==> src/design/mmfp_pkg.sv <==
// Shared constants, state encoding and controller/datapath struct types
// for the max-min fair pour allocator. No dependencies.
`default_nettype none
package mmfp_pkg;
   localparam int MaxSources = 16;
   localparam int RateWidth  = 16;
   localparam int FieldW     = 16;
   localparam int IndexW     = 4;
   localparam int StoreW     = (RateWidth < FieldW) ? RateWidth : FieldW;
   localparam int IdxW       = (MaxSources > 1) ? $clog2(MaxSources) : 1;
   localparam int CntW       = $clog2(MaxSources + 1);
   localparam int BitW       = $clog2(StoreW);
   localparam int SumW       = StoreW + CntW;
   localparam int CmpW       = (SumW > FieldW) ? SumW : FieldW;

   typedef enum logic [2:0] {
      ST_LOAD,
      ST_SEARCH,
      ST_COMMIT,
      ST_FINAL,
      ST_FINISH,
      ST_EMIT
   } state_type;

   typedef struct packed {
      logic            load;
      logic            accum;
      logic            first;
      logic            final_pass;
      logic            commit;
      logic            finish;
      logic            emit;
      logic            last_emit;
      logic [IdxW-1:0] idx;
      logic [BitW-1:0] bit_sel;
   } cmd_type;

   typedef struct packed {
      logic [CntW-1:0] count;
      logic            out_free;
   } status_type;
endpackage
`default_nettype wire

==> src/design/mmfp_channels.sv <==
// Valid/ready channel interfaces: request, response and capacity write.
// Depends on mmfp_pkg for field widths.
`default_nettype none
interface mmfp_req_if;
   logic                        valid;
   logic                        ready;
   logic [mmfp_pkg::FieldW-1:0] request_rate;
   logic                        last_request;
   modport source (output valid, output request_rate, output last_request, input ready);
   modport sink (input valid, input request_rate, input last_request, output ready);
endinterface

interface mmfp_rsp_if;
   logic                        valid;
   logic                        ready;
   logic [mmfp_pkg::FieldW-1:0] allocation;
   logic [mmfp_pkg::IndexW-1:0] source_index;
   logic [mmfp_pkg::FieldW-1:0] leftover;
   logic                        overflowed;
   logic                        last_result;
   modport source (output valid, output allocation, output source_index, output leftover,
                   output overflowed, output last_result, input ready);
   modport sink (input valid, input allocation, input source_index, input leftover,
                 input overflowed, input last_result, output ready);
endinterface

interface mmfp_csr_if;
   logic                        valid;
   logic                        ready;
   logic [mmfp_pkg::FieldW-1:0] capacity;
   modport source (output valid, output capacity, input ready);
   modport sink (input valid, input capacity, output ready);
endinterface
`default_nettype wire

==> src/design/mmfp_ctrl.sv <==
// Sequencer: load, per-bit level search walks, final pass, finish, emit.
// Depends on mmfp_pkg; drives mmfp_datapath through cmd_type.
`default_nettype none
module mmfp_ctrl (
   input  wire logic                 clock,
   input  wire logic                 reset,
   input  wire logic                 req_valid,
   input  wire logic                 req_last,
   output logic                      req_ready,
   input  wire mmfp_pkg::status_type sts,
   output mmfp_pkg::cmd_type         cmd,
   output mmfp_pkg::state_type       state
);
   import mmfp_pkg::*;

   state_type       state_ff, state_in;
   logic [IdxW-1:0] idx_ff, idx_in;
   logic [BitW-1:0] bit_ff, bit_in;
   logic            last_idx;

   assign last_idx = (CntW'(idx_ff) == (sts.count - CntW'(1)));
   assign state    = state_ff;

   always_ff @(posedge clock) begin
      if (reset) begin
         state_ff <= ST_LOAD;
         idx_ff   <= '0;
         bit_ff   <= '0;
      end else begin
         state_ff <= state_in;
         idx_ff   <= idx_in;
         bit_ff   <= bit_in;
      end
   end

   always_comb begin
      state_in = state_ff;
      unique case (state_ff)
         ST_LOAD: begin
            if (req_valid && req_last) state_in = ST_SEARCH;
         end
         ST_SEARCH: begin
            if (last_idx) state_in = ST_COMMIT;
         end
         ST_COMMIT: begin
            state_in = (bit_ff == '0) ? ST_FINAL : ST_SEARCH;
         end
         ST_FINAL: begin
            if (last_idx) state_in = ST_FINISH;
         end
         ST_FINISH: begin
            state_in = ST_EMIT;
         end
         ST_EMIT: begin
            if (sts.out_free && last_idx) state_in = ST_LOAD;
         end
         default: state_in = ST_LOAD;
      endcase
   end

   always_comb begin
      cmd         = '0;
      cmd.idx     = idx_ff;
      cmd.bit_sel = bit_ff;
      cmd.first   = (idx_ff == '0);
      req_ready   = 1'b0;
      idx_in      = idx_ff;
      bit_in      = bit_ff;
      unique case (state_ff)
         ST_LOAD: begin
            req_ready = 1'b1;
            cmd.load  = req_valid;
            idx_in    = '0;
            bit_in    = BitW'(StoreW - 1);
         end
         ST_SEARCH: begin
            cmd.accum = 1'b1;
            idx_in    = last_idx ? '0 : idx_ff + IdxW'(1);
         end
         ST_COMMIT: begin
            cmd.commit = 1'b1;
            if (bit_ff != '0) bit_in = bit_ff - BitW'(1);
         end
         ST_FINAL: begin
            cmd.accum      = 1'b1;
            cmd.final_pass = 1'b1;
            idx_in         = last_idx ? '0 : idx_ff + IdxW'(1);
         end
         ST_FINISH: begin
            cmd.finish = 1'b1;
            idx_in     = '0;
         end
         ST_EMIT: begin
            if (sts.out_free) begin
               cmd.emit      = 1'b1;
               cmd.last_emit = last_idx;
               idx_in        = last_idx ? '0 : idx_ff + IdxW'(1);
            end
         end
         default: begin
            idx_in = '0;
         end
      endcase
   end
endmodule
`default_nettype wire

==> src/design/mmfp_datapath.sv <==
// Request store, level search accumulators, grant/leftover math and the
// response register. Depends on mmfp_pkg; commanded by mmfp_ctrl.
`default_nettype none
module mmfp_datapath (
   input  wire logic                        clock,
   input  wire logic                        reset,
   input  wire mmfp_pkg::cmd_type           cmd,
   output mmfp_pkg::status_type             sts,
   input  wire logic [mmfp_pkg::FieldW-1:0] req_rate,
   input  wire logic                        csr_write,
   input  wire logic [mmfp_pkg::FieldW-1:0] csr_capacity,
   output logic                             rsp_valid,
   input  wire logic                        rsp_ready,
   output logic [mmfp_pkg::FieldW-1:0]      rsp_allocation,
   output logic [mmfp_pkg::IndexW-1:0]      rsp_source_index,
   output logic [mmfp_pkg::FieldW-1:0]      rsp_leftover,
   output logic                             rsp_overflowed,
   output logic                             rsp_last_result
);
   import mmfp_pkg::*;

   logic [StoreW-1:0] store_ff [MaxSources];
   logic [CntW-1:0]   count_ff, count_in;
   logic              dropped_ff, dropped_in;
   logic [FieldW-1:0] cap_ff;
   logic [StoreW-1:0] level_ff;
   logic [SumW-1:0]   acc_ff;
   logic [CntW-1:0]   gt_ff;
   logic [FieldW-1:0] extra_ff;
   logic [FieldW-1:0] given_ff;
   logic [FieldW-1:0] left_ff;
   logic              valid_ff;
   logic [FieldW-1:0] alloc_ff;
   logic [IndexW-1:0] index_ff;
   logic              ovf_ff;
   logic              last_ff;

   logic [StoreW-1:0] rd;
   logic [StoreW-1:0] trial;
   logic [StoreW-1:0] clip;
   logic              above;
   logic [FieldW-1:0] rem;
   logic [FieldW-1:0] extra;
   logic              bump;

   assign rd    = store_ff[cmd.idx];
   assign trial = cmd.final_pass ? level_ff : (level_ff | (StoreW'(1) << cmd.bit_sel));
   assign above = (rd > trial);
   assign clip  = above ? trial : rd;
   assign rem   = cap_ff - FieldW'(acc_ff);
   assign extra = (rem < FieldW'(gt_ff)) ? rem : FieldW'(gt_ff);
   assign bump  = (rd > level_ff) && (given_ff < extra_ff);

   assign sts.count    = count_ff;
   assign sts.out_free = !valid_ff || rsp_ready;

   always_comb begin
      count_in   = count_ff;
      dropped_in = dropped_ff;
      if (cmd.load) begin
         if (count_ff < CntW'(MaxSources)) count_in = count_ff + CntW'(1);
         else dropped_in = 1'b1;
      end
      if (cmd.emit && cmd.last_emit) begin
         count_in   = '0;
         dropped_in = 1'b0;
      end
   end

   always_ff @(posedge clock) begin
      if (reset) begin
         count_ff   <= '0;
         dropped_ff <= 1'b0;
         cap_ff     <= '0;
         valid_ff   <= 1'b0;
      end else begin
         count_ff   <= count_in;
         dropped_ff <= dropped_in;
         if (csr_write) cap_ff <= csr_capacity;
         if (cmd.emit) valid_ff <= 1'b1;
         else if (rsp_ready) valid_ff <= 1'b0;
      end
   end

   always_ff @(posedge clock) begin
      if (cmd.load && (count_ff < CntW'(MaxSources)))
         store_ff[count_ff[IdxW-1:0]] <= StoreW'(req_rate);
      if (cmd.load) level_ff <= '0;
      if (cmd.accum) begin
         acc_ff <= (cmd.first ? '0 : acc_ff) + SumW'(clip);
         gt_ff  <= (cmd.first ? '0 : gt_ff) + CntW'(above);
      end
      if (cmd.commit && (CmpW'(acc_ff) <= CmpW'(cap_ff))) level_ff <= trial;
      if (cmd.finish) begin
         extra_ff <= extra;
         left_ff  <= rem - extra;
         given_ff <= '0;
      end
      if (cmd.emit) begin
         alloc_ff <= FieldW'((rd > level_ff) ? level_ff : rd) + FieldW'(bump);
         index_ff <= IndexW'(cmd.idx);
         ovf_ff   <= dropped_ff;
         last_ff  <= cmd.last_emit;
         given_ff <= given_ff + FieldW'(bump);
      end
   end

   assign rsp_valid        = valid_ff;
   assign rsp_allocation   = alloc_ff;
   assign rsp_source_index = index_ff;
   assign rsp_leftover     = left_ff;
   assign rsp_overflowed   = ovf_ff;
   assign rsp_last_result  = last_ff;
endmodule
`default_nettype wire

==> src/design/max_min_fair_pour_allocator_unit.sv <==
// Top level of the max-min fair pour allocator: controller plus datapath.
// Depends on mmfp_pkg, mmfp_channels, mmfp_ctrl and mmfp_datapath.
//
// Request words load one source each, one per cycle, into a 16-entry store;
// words past the limit are dropped and flagged, and a marked last word starts
// the run. The fill level is found by a bit-serial search over the 16 level
// bits, each bit costing one walk over the n stored sources plus a commit
// step, then one more walk and a finish step settle the partial round. Results
// follow as n response words at one per cycle while the output is taken.
// No request is taken during a run.
`default_nettype none
module max_min_fair_pour_allocator_unit (
   input  wire logic clock,
   input  wire logic reset,
   mmfp_req_if.sink   req_port,
   mmfp_rsp_if.source rsp_port,
   mmfp_csr_if.sink   csr_port
);
   import mmfp_pkg::*;

   cmd_type    cmd;
   status_type sts;
   state_type  state;
   logic       req_ready;

   assign req_port.ready = req_ready;
   assign csr_port.ready = 1'b1;

   mmfp_ctrl u_ctrl (
      .clock     (clock),
      .reset     (reset),
      .req_valid (req_port.valid),
      .req_last  (req_port.last_request),
      .req_ready (req_ready),
      .sts       (sts),
      .cmd       (cmd),
      .state     (state)
   );

   mmfp_datapath u_dp (
      .clock            (clock),
      .reset            (reset),
      .cmd              (cmd),
      .sts              (sts),
      .req_rate         (req_port.request_rate),
      .csr_write        (csr_port.valid),
      .csr_capacity     (csr_port.capacity),
      .rsp_valid        (rsp_port.valid),
      .rsp_ready        (rsp_port.ready),
      .rsp_allocation   (rsp_port.allocation),
      .rsp_source_index (rsp_port.source_index),
      .rsp_leftover     (rsp_port.leftover),
      .rsp_overflowed   (rsp_port.overflowed),
      .rsp_last_result  (rsp_port.last_result)
   );

`ifndef SYNTHESIS
   a_emit_free: assert property (@(posedge clock) disable iff (reset)
      cmd.emit |-> sts.out_free) else $error("emit while response held");
   a_run_clears: assert property (@(posedge clock) disable iff (reset)
      (cmd.emit && cmd.last_emit) |=> (sts.count == '0)) else $error("set not cleared");
   a_no_load_busy: assert property (@(posedge clock) disable iff (reset)
      (state != ST_LOAD) |-> !cmd.load) else $error("load during run");
   a_run_nonempty: assert property (@(posedge clock) disable iff (reset)
      (state == ST_SEARCH) |-> (sts.count != '0)) else $error("empty run");
`endif
endmodule
`default_nettype wire
==> src/flat_wrapper.sv <==
// flat-port wrapper written by rule: the top's interface ports become plain ports
module max_min_fair_pour_allocator_unit_flat import mmfp_pkg::*;
  (clock, reset, req_port_valid, req_port_request_rate, req_port_last_request, req_port_ready, rsp_port_valid, rsp_port_allocation, rsp_port_source_index, rsp_port_leftover, rsp_port_overflowed, rsp_port_last_result, rsp_port_ready, csr_port_valid, csr_port_capacity, csr_port_ready);
  mmfp_req_if req_port_i ();
  mmfp_rsp_if rsp_port_i ();
  mmfp_csr_if csr_port_i ();
  input  wire logic clock;
  input  wire logic reset;
  input wire logic [$bits(req_port_i.valid)-1:0] req_port_valid;
  input wire logic [$bits(req_port_i.request_rate)-1:0] req_port_request_rate;
  input wire logic [$bits(req_port_i.last_request)-1:0] req_port_last_request;
  output wire logic [$bits(req_port_i.ready)-1:0] req_port_ready;
  output wire logic [$bits(rsp_port_i.valid)-1:0] rsp_port_valid;
  output wire logic [$bits(rsp_port_i.allocation)-1:0] rsp_port_allocation;
  output wire logic [$bits(rsp_port_i.source_index)-1:0] rsp_port_source_index;
  output wire logic [$bits(rsp_port_i.leftover)-1:0] rsp_port_leftover;
  output wire logic [$bits(rsp_port_i.overflowed)-1:0] rsp_port_overflowed;
  output wire logic [$bits(rsp_port_i.last_result)-1:0] rsp_port_last_result;
  input wire logic [$bits(rsp_port_i.ready)-1:0] rsp_port_ready;
  input wire logic [$bits(csr_port_i.valid)-1:0] csr_port_valid;
  input wire logic [$bits(csr_port_i.capacity)-1:0] csr_port_capacity;
  output wire logic [$bits(csr_port_i.ready)-1:0] csr_port_ready;
  assign req_port_i.valid = req_port_valid;
  assign req_port_i.request_rate = req_port_request_rate;
  assign req_port_i.last_request = req_port_last_request;
  assign req_port_ready = req_port_i.ready;
  assign rsp_port_valid = rsp_port_i.valid;
  assign rsp_port_allocation = rsp_port_i.allocation;
  assign rsp_port_source_index = rsp_port_i.source_index;
  assign rsp_port_leftover = rsp_port_i.leftover;
  assign rsp_port_overflowed = rsp_port_i.overflowed;
  assign rsp_port_last_result = rsp_port_i.last_result;
  assign rsp_port_i.ready = rsp_port_ready;
  assign csr_port_i.valid = csr_port_valid;
  assign csr_port_i.capacity = csr_port_capacity;
  assign csr_port_ready = csr_port_i.ready;
  max_min_fair_pour_allocator_unit u_core (.clock(clock), .reset(reset), .req_port(req_port_i), .rsp_port(rsp_port_i), .csr_port(csr_port_i));
endmodule
==> config.mk <==
export PLATFORM = sky130hd
export DESIGN_NAME = max_min_fair_pour_allocator_unit_flat
export DESIGN_NICKNAME = d
export VERILOG_FILES = /design/src/design/mmfp_pkg.sv /design/src/design/mmfp_channels.sv /design/src/design/mmfp_ctrl.sv /design/src/design/mmfp_datapath.sv /design/src/design/max_min_fair_pour_allocator_unit.sv /design/src/flat_wrapper.sv
export SDC_FILE = /design/constraint.sdc
export NUM_CORES = 1
export LEC_CHECK = 0
export ABC_AREA = 1
export BUFFER_PORTS_ARGS = -buffer_cell sky130_fd_sc_hd__clkbuf_2
export CORE_ASPECT_RATIO = 1.25
export CORE_MARGIN = 8
export CORE_UTILIZATION = 40
export CTS_CLUSTER_SIZE = 40
export DETAILED_ROUTE_END_ITERATION = 10
export HOLD_SLACK_MARGIN = 0.12
export PLACE_DENSITY_LB_ADDON = 0.1
export REMOVE_ABC_BUFFERS = 1
export SKIP_CTS_REPAIR_TIMING = 1
export SLEW_MARGIN = 30
export SYNTH_ARGS = -nofsm -noshare
export SYNTH_HDL_FRONTEND = slang
export SYNTH_SLANG_ARGS = --single-unit
export TNS_END_PERCENT = 10
==> constraint.sdc <==
create_clock -name clock -period 5.55 [get_ports clock]
set_input_delay 1.3875 -clock clock [delete_from_list [all_inputs] [get_ports clock]]
set_output_delay 1.3875 -clock clock [all_outputs]
set_load 0.01 [all_outputs]
Word-level counts from Yosys, hierarchy flattened:

Memories as Yosys holds them, arrays and structs flattened. A register that Yosys moved wholly into a read port is not among the register bits.
Index checks and enable logic that the tools add are counted.

* memories kept: 1
* register bits after elaboration: 146
* word-level logic and storage cells: 108
* input bits: 38
* bits in writable memories: 256

Memories
* u_core.u_dp.store_ff: depth 16, width 16, rd ports 1, clocked after Yosys merged registers in 1, wr ports 1, RTL line mmfp_datapath.sv:22 `logic [StoreW-1:0] store_ff [MaxSources];`

* equal/unequal tests: 12
* reductions and logical operators: 23
* magnitude comparators: 6
* shift-type cells: 1
* add/subtract/negate cells: 10
* bitwise operators: 3
* muxes and demuxes: 35

Operator list (count)
* $mux 16: 8
* $add 16x1->16: 2
* $gt 16x16->1: 2
* $sub 16x16->16: 2
* $add 21x16->21: 1
* $le 21x16->1: 1
* $mux 21: 1
* $mux 4: 5
* $pmux 3 s6: 1
* $lt 16x16->1: 1
* $lt 16x5->1: 1
* $or 16x16->16: 1
* $shl 1x4->16 const A: 1
* $mux 3: 4
* $ne 2x2->1 const B: 6
* $pmux 4 s3: 1
* $mux 1: 10
* $logic_not 4->1: 2
* $pmux 4 s2: 1
* $reduce_and 2->1: 4
* $reduce_bool 2->1: 4
* $eq 3x2->1 const B: 2
* $eq 3x3->1 const B: 2
* $logic_and 1x1->1: 6
* other kinds (17): 21

Depth between registers and ports, before layout:

Gate-level depths: netlist of the first run.

* word-level depth: 7
* depth in mapped cells: 38
* mapped depth without buffers: 34

Hierarchy:

Synthesis of the first run repeated with hierarchy kept, for this count alone.

* cells, all modules: 2136
* area total of the unflattened synthesis: 20851.2 sq um

Modules (own cells, without submodules)
* mmfp_datapath: area an instance 19992.9 sq um, seq. area each 11511.0 sq um, cells each 1996, times used 1
* mmfp_ctrl: area an instance 847.1 sq um, seq. area each 220.2 sq um, cells each 138, times used 1
* max_min_fair_pour_allocator_unit: area an instance 11.3 sq um, seq. area each 0.0 sq um, cells each 2, times used 1

Worst setup path before layout of the first run:

OpenSTA, ideal clock, no wires.

* path type: register to register
* start: register u_core.u_ctrl.state_ff[0], in the netlist u_core.u_ctrl.state[0]
* end: register u_core.u_dp.acc_ff[14] (data pin)
* period minus slack after synthesis: 5.510 ns
* setup time: 0.258 ns
* setup slack: 0.040 ns
* stages on the path, launching flop included: 27
* arrival time: 5.251 ns
* cells stage by stage: dfxtp_1 inv_1 nor2_1 nand2_1 clkbuf_1 a41oi_1 ha_1 a21oi_1 o21ai_0 nand2_1 o211ai_1 nand2_1 o2111ai_1 nand2_1 clkbuf_1 o21ai_0 fa_1 nand3_1 nand3_1 nand2_1 nand2_1 a21oi_1 o21ai_0 nand2_1 nand2_1 a21oi_1 xnor2_1

* longest elaborated chain between the ends: 6

Ends and longest elaborated chain
* start, declared: RTL line mmfp_ctrl.sv:16 `state_type state_ff, state_in;`
* start signal, assigned: RTL line mmfp_ctrl.sv:30 `state_ff <= state_in;`
* $eq 3x2->1 (*): RTL line mmfp_ctrl.sv:69 `unique case (state_ff)`
* $mux 1 (*): RTL line mmfp_ctrl.sv:69
* $mux 16 (*): RTL line mmfp_datapath.sv:47 `assign trial = cmd.final_pass ? level_ff : (level_ff | (StoreW'(1) << cmd.bit_sel));`
* $gt 16x16->1: RTL line mmfp_datapath.sv:48 `assign above = (rd > trial);`
* $mux 16 (*): RTL line mmfp_datapath.sv:49 `assign clip = above ? trial : rd;`
* $add 21x16->21 (*): RTL line mmfp_datapath.sv:90 `acc_ff <= (cmd.first ? '0 : acc_ff) + SumW'(clip);`
* end signal, assigned: RTL line mmfp_datapath.sv:90
* end, declared: RTL line mmfp_datapath.sv:27 `logic [SumW-1:0] acc_ff;`

Mark *: on every way between the ends. The rest lies on a longest branch, timed or not.
A chain may end at the register's enable or synchronous reset.

==> results of run 1 <==
==> kinds of logic (layout without fill, tap and decap cells) <==
family	Yosys count	in the layout	share of synthesized area, %
and+or+nand+nor	972	972	19.7
DFF	406	406	56.3
buffers and inverters	291	419	5.96
AOI/OAI and AO/OA	275	275	7.73
adders and majority gates	124	124	7.50
xor gates and xnor gates	62	62	2.84
other	2	12	0.0358
==> state kept, by name, indices dropped and copies added, names as in the netlist, named ones only <==
name	cells
u_core.u_ctrl.bit_ff	4
u_core.u_ctrl.idx_ff	4
u_core.u_ctrl.state	3
u_core.u_dp.acc_ff	21
u_core.u_dp.cap_ff	16
u_core.u_dp.count_ff	5
u_core.u_dp.dropped_ff	1
u_core.u_dp.extra_ff	16
u_core.u_dp.given_ff	16
u_core.u_dp.gt_ff	5
u_core.u_dp.level_ff	16
u_core.u_dp.rsp_allocation	16
u_core.u_dp.rsp_last_result	1
u_core.u_dp.rsp_leftover	16
u_core.u_dp.rsp_overflowed	1
u_core.u_dp.rsp_source_index	4
u_core.u_dp.rsp_valid	1
u_core.u_dp.store_ff	256
==> worst paths after layout <==
kind	startpoint	to	slack [ns]	cells after the start
worst min-delay path	u_core.u_dp.dropped_ff	u_core.u_dp.rsp_overflowed	0.43	0
worst min register to register	u_core.u_dp.dropped_ff	u_core.u_dp.rsp_overflowed	0.43	0
worst max register to register	flop	u_core.u_dp.acc_ff[14]	0.52	27
worst max-delay path	flop	u_core.u_dp.acc_ff[14]	0.52	27
==> power by group through the flow <==
stage | Combinational [mW] | Clock [mW] | Sequential, mW
4_1_cts | 5.49 | 3.04 | 3.93
5_1_grt | 6.23 | 3.14 | 3.94
3_3_place_gp | 5.38 | 0 | 3.98
2_1_floorplan | 3.79 | 0 | 4.02
6_report | 5.51 | 2.96 | 3.91
3_5_place_dp | 5.46 | 0 | 3.99
==> area by class of cell <==
class / count / area [um^2]
clock buffers: 54 / 1190
clock inverters: 27 / 268
fillers: 4999 / 28400
inverters: 214 / 808
multi-input cells: 1445 / 8040
flip-flops and latches: 406 / 11800
well taps: 672 / 841
repair buffers: 124 / 863
==> layout by cell type (no fill, tap or decap), types with 10 or more instances in the layout <==
master | synthesis | routed
clkinv_1 | 0 | 10
nand4_1 | 23 | 23
nor2_2 | 11 | 25
ha_1 | 121 | 121
edfxtp_1 | 368 | 368
clkbuf_2 | 0 | 77
conb_1 | 2 | 12
a41oi_1 | 15 | 15
xnor2_1 | 14 | 14
xor2_1 | 41 | 41
nand2_2 | 11 | 11
dfxtp_1 | 38 | 36
o211ai_1 | 15 | 15
nor3_1 | 16 | 16
clkbuf_16 | 0 | 46
inv_1 | 208 | 207
buf_4 | 8 | 38
nor2_1 | 211 | 194
o21ai_0 | 91 | 90
nand2_1 | 479 | 479
nand3_1 | 202 | 202
a21oi_1 | 105 | 105
==> synth_stat cells (4+ instances only) <==
| library cell | n |
|---|---|
| buf_2 | 29 |
| buf_4 | 8 |
| inv_1 | 208 |
| dfxtp_1 | 38 |
| clkbuf_1 | 23 |
| a21o_1 | 4 |
| nand2_2 | 11 |
| nor3_1 | 16 |
| nand4_1 | 23 |
| buf_6 | 12 |
| o21ai_0 | 91 |
| a41oi_1 | 15 |
| nor2_2 | 11 |
| inv_2 | 5 |
| xor2_2 | 6 |
| ha_1 | 121 |
| o21ai_1 | 5 |
| buf_1 | 5 |
| nand2_1 | 479 |
| xor2_1 | 41 |
| edfxtp_1 | 368 |
| nand3_1 | 202 |
| a21oi_1 | 105 |
| o211ai_1 | 15 |
| xnor2_1 | 14 |
| nor2_1 | 211 |
| o21bai_1 | 6 |
| a211oi_1 | 5 |
==> worst max-delay path, stage by stage (launching register included) <==
cell and delay [ns]:
dfxtp_1 0.31, inv_1 0.50, buf_4 0.28, nand3_1 0.08, nand2_1 0.19, inv_1 0.13, ha_1 0.29, nand2_1 0.05
o21ai_0 0.27, nand2_1 0.09, o211ai_1 0.10, nand2_1 0.09, o2111ai_1 0.08, nand2_1 0.09, buf_4 0.22, nand2_1 0.08
o21ai_0 0.16, fa_1 0.49, nand3_1 0.10, nand3_1 0.10, nand2_1 0.08, nand2_1 0.05, a21oi_1 0.21, o21ai_1 0.19
nand2_1 0.11, nand2_1 0.08, a21oi_1 0.22, xnor2_1 0.10
==> routing by layer <==
metal  wire length [um]  part of all wire, %  vias up  global-route usage (%)
met5                 13                0.024        -                       0
met4               2010                  3.7        2                    7.40
met3               2110                  3.9      124                    2.72
met2              28600                   52      348                    33.2
met1              22000                   40     7282                    20.1
li1                   -                    -     7459                       -
==> reports/qor.txt, run 1 <==
status -> completed
CP Data Required Time -> 5.87 ns
Peak VDD IR -> 0.255 mV
die width -> 221 um
IO Count -> 79
Max-slew headroom -> 39.2%
Max clock buf depth -> 3
Sw Ratio -> 41.0%
critical path endpoint category -> flop
top-area cell type share of the netlist area -> 52.6%
Final Hold Viols -> 0
Netlist Area Pre-Place -> 21000 um^2
Arr. time, crit path -> 5.34 ns
initial core utilization -> 40.2%
unrepaired setup endpoints after global routing -> false
Nets -> 2397
Port Buffer Count -> 77
largest net degree at the start of global routing -> 91
sequential area share after synthesis -> 56.3%
Clock Skews -> 0.0181 ns
synth top area cells -> edfxtp_1 53%, nand2_1 8.6%, ha_1 7.2%, nand3_1 4.8%, nor2_1 3.8%
vias in the first global route -> 15300
CP Class -> flop to flop
max_cap viols -> 0
Setup violations, final -> 0
Leak -> 9.73 nW
Syn Inst Count -> 2132
Power Density -> 520 nW/um^2
Final Util -> 45.6%
top achievable clock speed -> 199 MHz
Net Sw Power -> 5.08 mW
CTS Buf Count -> 44
Yosys cell types -> 60
CP Launch Type -> flop
Synth area leader -> edfxtp_1
worst skew pair latency -> 0.58 ns
Final Max Tran Viols -> 0
Seq pwr share -> 31.6%
Antenna diodes -> 0
clock slew at reported path FFs -> 0.06 ns
DP HPWL -> 36700 um
Final Cell Area -> 23800 um^2
Async SR Flop Fraction -> 0%
YS warnings -> 0
gr usage total -> 17.8%
fin cells -> 2942
H-tree Lvls -> 2
Slew @ Worst Pin -> 0.906 ns
DRC -> 0
first-pass GRT wire length -> 85100 um
min Tclk post-route -> 5.03 ns
post-DR vias/cell -> 5.17
clock share of power -> 23.9%
DRT iter0 DRCs -> 726
Crit Path Max Fanout -> 30
initial antenna violation count -> 1
Final GP Congestion -> 0.912
synthesized flop and latch total -> 406
total power -> 12.4 mW
Clk Tree Root Cell -> clkbuf_16
global route total overflow -> 0
Rows -> 94
Post-DRT Antenna Nets -> 0
CTS sink count -> 406
Final Worst Setup Slack -> 0.523 ns
layout cell share with drive strength beyond 1 -> 11.6%
drt pass-1 iters -> 5
Cells after DPL -> 2856
HP Class -> flop to flop
internal power -> 7.31 mW
WHS -> 0.425 ns
EDFF count, synth -> 368
Die ar. -> 60100 um^2
Core Area -> 52200 um^2
drt total wl -> 54700 um
Placement Cell Area -> 22300 um^2
die height -> 272 um
post-route clock period utilization -> 90.6%
top_reg_cell synth -> edfxtp_1
TritonCTS clock tree -> yes
Routed WL per cell -> 18.6 um
Placement Setup Slack -> 0.185 ns
Avg Cell Area, Syn -> 9.85 um^2
DR vias -> 15200
setup TNS -> 0 ns
Gate power share -> 44.5%
Syn-to-layout area delta -> 13.4%
Power figures use the tool's default switching activity.
==> run 2, diff against run 1 <==
Settings changed: CORE_UTILIZATION 40 to 56, CTS_CLUSTER_DIAMETER set to 30, SKIP_LAST_GASP set to 1.
==> run 2 against run 1 <==
Net effect:
- flip-flop and latch count unchanged
- maximum frequency fell by 1.9%
- clock-buffer cell count rose by 29
- register-to-register slack worse by 0.099 ns
- critical path depth unchanged
- largest cell class unchanged
- global-route usage increased by 5.9 points
- routed wire length decreased by 5.0%
- worst hold slack worse by 0.0030 ns
- utilization increased by 21 points
- final cell count down 4.6%
- via count is 1.1% higher
==> reports/qor.txt, run 2 (synthesis results as in run 1) <==
status -> completed
largest net degree at the start of global routing -> 100
delay-heaviest family, CP -> compound AO/OA/AOI/OAI gates
Post-DRT Antenna Nets -> 0
IO Count -> 79
CTS Buf Count -> 74
CP Data Required Time -> 5.88 ns
Syn-to-layout area delta -> 17.2%
Rows -> 79
Clk Tree Root Cell -> clkbuf_16
Largest register FFs -> 256
unrepaired setup endpoints after global routing -> false
TritonCTS clock tree -> yes
Port Buffer Count -> 77
first-pass GRT wire length -> 81900 um
WHS -> 0.422 ns
clock share of power -> 33.1%
CTS sink count -> 406
Die ar. -> 44000 um^2
CP Launch Type -> flop
total power -> 14.0 mW
Final Max Tran Viols -> 0
Placement Cell Area -> 22000 um^2
Antenna diodes -> 0
worst skew pair latency -> 0.60 ns
setup TNS -> 0 ns
most used cell, CP -> nand2_1
Worst Path Buf+Inv -> 3
DRT iter0 DRCs -> 973
Routed WL per cell -> 18.5 um
post-DR vias/cell -> 5.48
Seq pwr share -> 28.1%
gr usage total -> 23.7%
Crit. path cell count -> 27
Leak -> 10.2 nW
Peak VDD IR -> 0.469 mV
die width -> 189 um
clock slew at reported path FFs -> 0.05 ns
drt pass-1 iters -> 5
global route total overflow -> 0
Sw Ratio -> 38.6%
HP Class -> flop to flop
Gate power share -> 38.8%
Max-slew headroom -> 38.3%
initial antenna violation count -> 0
CP max-delay cell -> o31ai_1
Clock Skews -> 0.0268 ns
layout cell share with drive strength beyond 1 -> 13.8%
Core Area -> 37100 um^2
Nets -> 2420
critical path endpoint category -> flop
top achievable clock speed -> 195 MHz
Final GP Congestion -> 0.931
drt total wl -> 52000 um
post-route clock period utilization -> 92.4%
min Tclk post-route -> 5.13 ns
R2R cell count -> 27
Power Density -> 568 nW/um^2
max_cap viols -> 0
hold path depth -> 0
vias in the first global route -> 15400
internal power -> 8.58 mW
most frequent cells in the layout -> 479 x nand2_1, 368 x edfxtp_1, 208 x inv_1, 202 x nand3_1, 194 x nor2_1
Slew @ Worst Pin -> 0.917 ns
Crit Path Max Fanout -> 99
H-tree Lvls -> 3
Arr. time, crit path -> 5.45 ns
Net Sw Power -> 5.39 mW
Max clock buf depth -> 3
DP HPWL -> 34300 um
sequential cell area -> 11800 um^2
DRC -> 0
fill count -> 2912
Final Hold Viols -> 0
Setup violations, final -> 0
die height -> 232 um
CP Class -> flop to flop
commonest non-fill, non-tap cell in the layout -> nand2_1
initial core utilization -> 56.6%
area of the multi-input gates -> 8020 um^2
Final Cell Area -> 24600 um^2
DR vias -> 15400
slowest stage delay, CP -> 0.78 ns
run 2: changes by cell type in the layout (fill, tap and decap cells not counted), sizes merged:
cell      before  now
bufinv         4   10
inv          213  232
clkbuf       132  160
clkinv        21   18
clkinvlp       3    9
buf           46   40
run 2: stage by stage:
| stage | setup slack [ns] | std cells | utilization [%] |
|---|---|---|---|
| 2_1_floorplan | -2.21 | 2065 | - |
| 3_3_place_gp | 0.632 | 2668 | 59.4 |
| 3_5_place_dp | 0.511 | 2668 | 59.4 |
| 4_1_cts | 0.433 | 2806 | 66.4 |
| 5_1_grt | 0.0265 | 2806 | 66.4 |
| 6_report | 0.424 | 2806 | 66.4 |
run 2: path summary, 6_finish.rpt:
| kind | startpoint | endpoint | slack [ns] |
|---|---|---|---|
| worst max-delay path | flop | u_core.u_dp.acc_ff[14] | 0.42 |
| worst min-delay path | u_core.u_dp.dropped_ff | u_core.u_dp.rsp_overflowed | 0.42 |
| worst max register to register | flop | u_core.u_dp.acc_ff[14] | 0.42 |
| worst min register to register | u_core.u_dp.dropped_ff | u_core.u_dp.rsp_overflowed | 0.42 |
run 2: cell type report:
type	count	area share, %
Tap cell	486	2.47
Clock buffer	83	7.88
Multi-Input combinational cell	1445	32.6
Sequential cell	406	48.0
Inverter	214	3.28
Clock inverter	55	2.65
Timing Repair Buffer	117	3.09
run 2: power groups by stage:
stage | logic, mW | clock network (mW) | registers (mW)
floorplan | 3.79 | 0 | 4.02
global placement | 5.26 | 0 | 3.98
detailed placement | 5.38 | 0 | 3.98
CTS | 5.43 | 4.68 | 3.93
global route | 6.10 | 4.82 | 3.95
finish | 5.42 | 4.62 | 3.93
run 2: metal layers:
| metal | global-route usage [%] | wire [um] |
|---|---|---|
| met3 | 4.13 | 2820 |
| met1 | 27.1 | 20500 |
| met5 | 0 | 0 |
| met2 | 42.6 | 26800 |
| met4 | 11.3 | 1900 |
==> run 3, diff against run 2 <==
Settings changed: CORE_MARGIN 8 to unset.
==> run 3 against run 2 <==
Net effect:
- final area about the same
- die area fell by 13%
- global-route usage increased by 3.6 points
- via count increased by 0.10%
==> reports/qor.txt, run 3 (synthesis results as in run 1) <==
Final Max Tran Viols -> 0
total power -> 13.9 mW
Antenna diodes -> 0
Power Density -> 567 nW/um^2
Setup violations, final -> 0
CP Data Required Time -> 5.88 ns
IO Count -> 79
status -> completed
drt pass-1 iters -> 5
critical path endpoint category -> flop
clock slew at reported path FFs -> 0.05 ns
drt total wl -> 51000 um
Max clock buf depth -> 3
DR vias -> 15400
die width -> 175 um
vias in the first global route -> 15400
Largest register FFs -> 256
sequential cell area -> 11800 um^2
top achievable clock speed -> 198 MHz
CP max-delay cell -> fa_1
DP HPWL -> 33700 um
CP Class -> flop to flop
DRT iter0 DRCs -> 1290
Final Hold Viols -> 0
unrepaired setup endpoints after global routing -> true
commonest non-fill, non-tap cell in the layout -> nand2_1
die height -> 218 um
H-tree Lvls -> 3
max_cap viols -> 0
Worst Path Buf+Inv -> 4
DRC -> 0
worst skew pair latency -> 0.59 ns
most frequent cells in the layout -> 479 x nand2_1, 368 x edfxtp_1, 208 x inv_1, 202 x nand3_1, 194 x nor2_1
Peak VDD IR -> 0.412 mV
Nets -> 2423
first-pass GRT wire length -> 80200 um
Syn-to-layout area delta -> 17.2%
HP Class -> flop to flop
Routed WL per cell -> 18.2 um
Clk Tree Root Cell -> clkbuf_16
area of the multi-input gates -> 8020 um^2
fin cells -> 2799
Core Area -> 36600 um^2
initial antenna violation count -> 0
slowest stage delay, CP -> 0.50 ns
post-route clock period utilization -> 91.1%
post-DR vias/cell -> 5.50
Slew @ Worst Pin -> 0.924 ns
largest net degree at the start of global routing -> 80
min Tclk post-route -> 5.05 ns
Crit Path Max Fanout -> 73
Post-DRT Antenna Nets -> 0
TritonCTS clock tree -> yes
Cells after DPL -> 2667
initial core utilization -> 57.4%
Die ar. -> 38300 um^2
layout cell share with drive strength beyond 1 -> 13.8%
Leak -> 10.2 nW
Port Buffer Count -> 77
CTS sink count -> 406
CTS Buf Count -> 72
delay-heaviest family, CP -> simple AND/OR/NAND/NOR gates
fill count -> 2850
Final GP Congestion -> 0.905
gr usage total -> 27.3%
Arr. time, crit path -> 5.38 ns
Clock Skews -> 0.0306 ns
Max-slew headroom -> 37.7%
global route total overflow -> 0
most used cell, CP -> nand2_1
CP Launch Type -> flop
Rows -> 78
==> run 3: cell types whose count changed in the layout (fill, tap and decap cells not counted), moves of 2 or more <==
cell,delta
inv_6,-8
clkinv_2,-3
bufinv_16,+3
inv_8,-3
buf_4,+7
buf_12,-2
clkinv_4,+7
clkbuf_16,-2
==> run 3: path summary, 6_finish.rpt <==
kind                                from                    endpoint  slack, ns  cells past startpoint
setup / recovery                    flop      u_core.u_dp.acc_ff[14]       0.50                     29
hold / removal    u_core.u_dp.dropped_ff  u_core.u_dp.rsp_overflowed       0.44                      0
setup reg to reg                    flop      u_core.u_dp.acc_ff[14]       0.50                     29
hold reg to reg   u_core.u_dp.dropped_ff  u_core.u_dp.rsp_overflowed       0.44                      0
==> run 3: per-layer routing <==
metal / share of wire (%) / global-route usage (%)
met3: 4.9 / 4.26
met4: 3.8 / 12.3
met2: 53 / 50.4
met1: 39 / 30.8
met5: 0 / 0
==> run 3: metrics by stage <==
stage / utilization [%] / instance area [um^2] / hold WS, ns / worst slack [ns] / setup TNS, ns
floorplan: - / 20600 / 0.408 / -2.21 / -84.16
global placement: 60.1 / 22000 / 0.415 / 0.452 / 0
detailed placement: 60.1 / 22000 / 0.427 / 0.299 / 0
CTS: 67.2 / 24600 / 0.437 / 0.274 / 0
global route: 67.2 / 24600 / 0.467 / -0.0592 / -0.0592
finish: 67.2 / 24600 / 0.442 / 0.496 / 0
==> run 3: area by class of cell <==
cell class | count | share of cell area (%)
clock buffer | 82 | 7.69
clock inverter | 50 | 2.83
inverter | 214 | 3.28
multi-input combinational | 1445 | 32.6
sequential | 406 | 48.0
tap | 480 | 2.44
timing repair buffer | 122 | 3.14
==> run 3: report_power, final <==
group | internal, mW | total [mW] | switching [mW]
registers | 3.78 | 3.94 | 0.154
clock network | 3.08 | 4.63 | 1.54
logic | 1.79 | 5.38 | 3.59
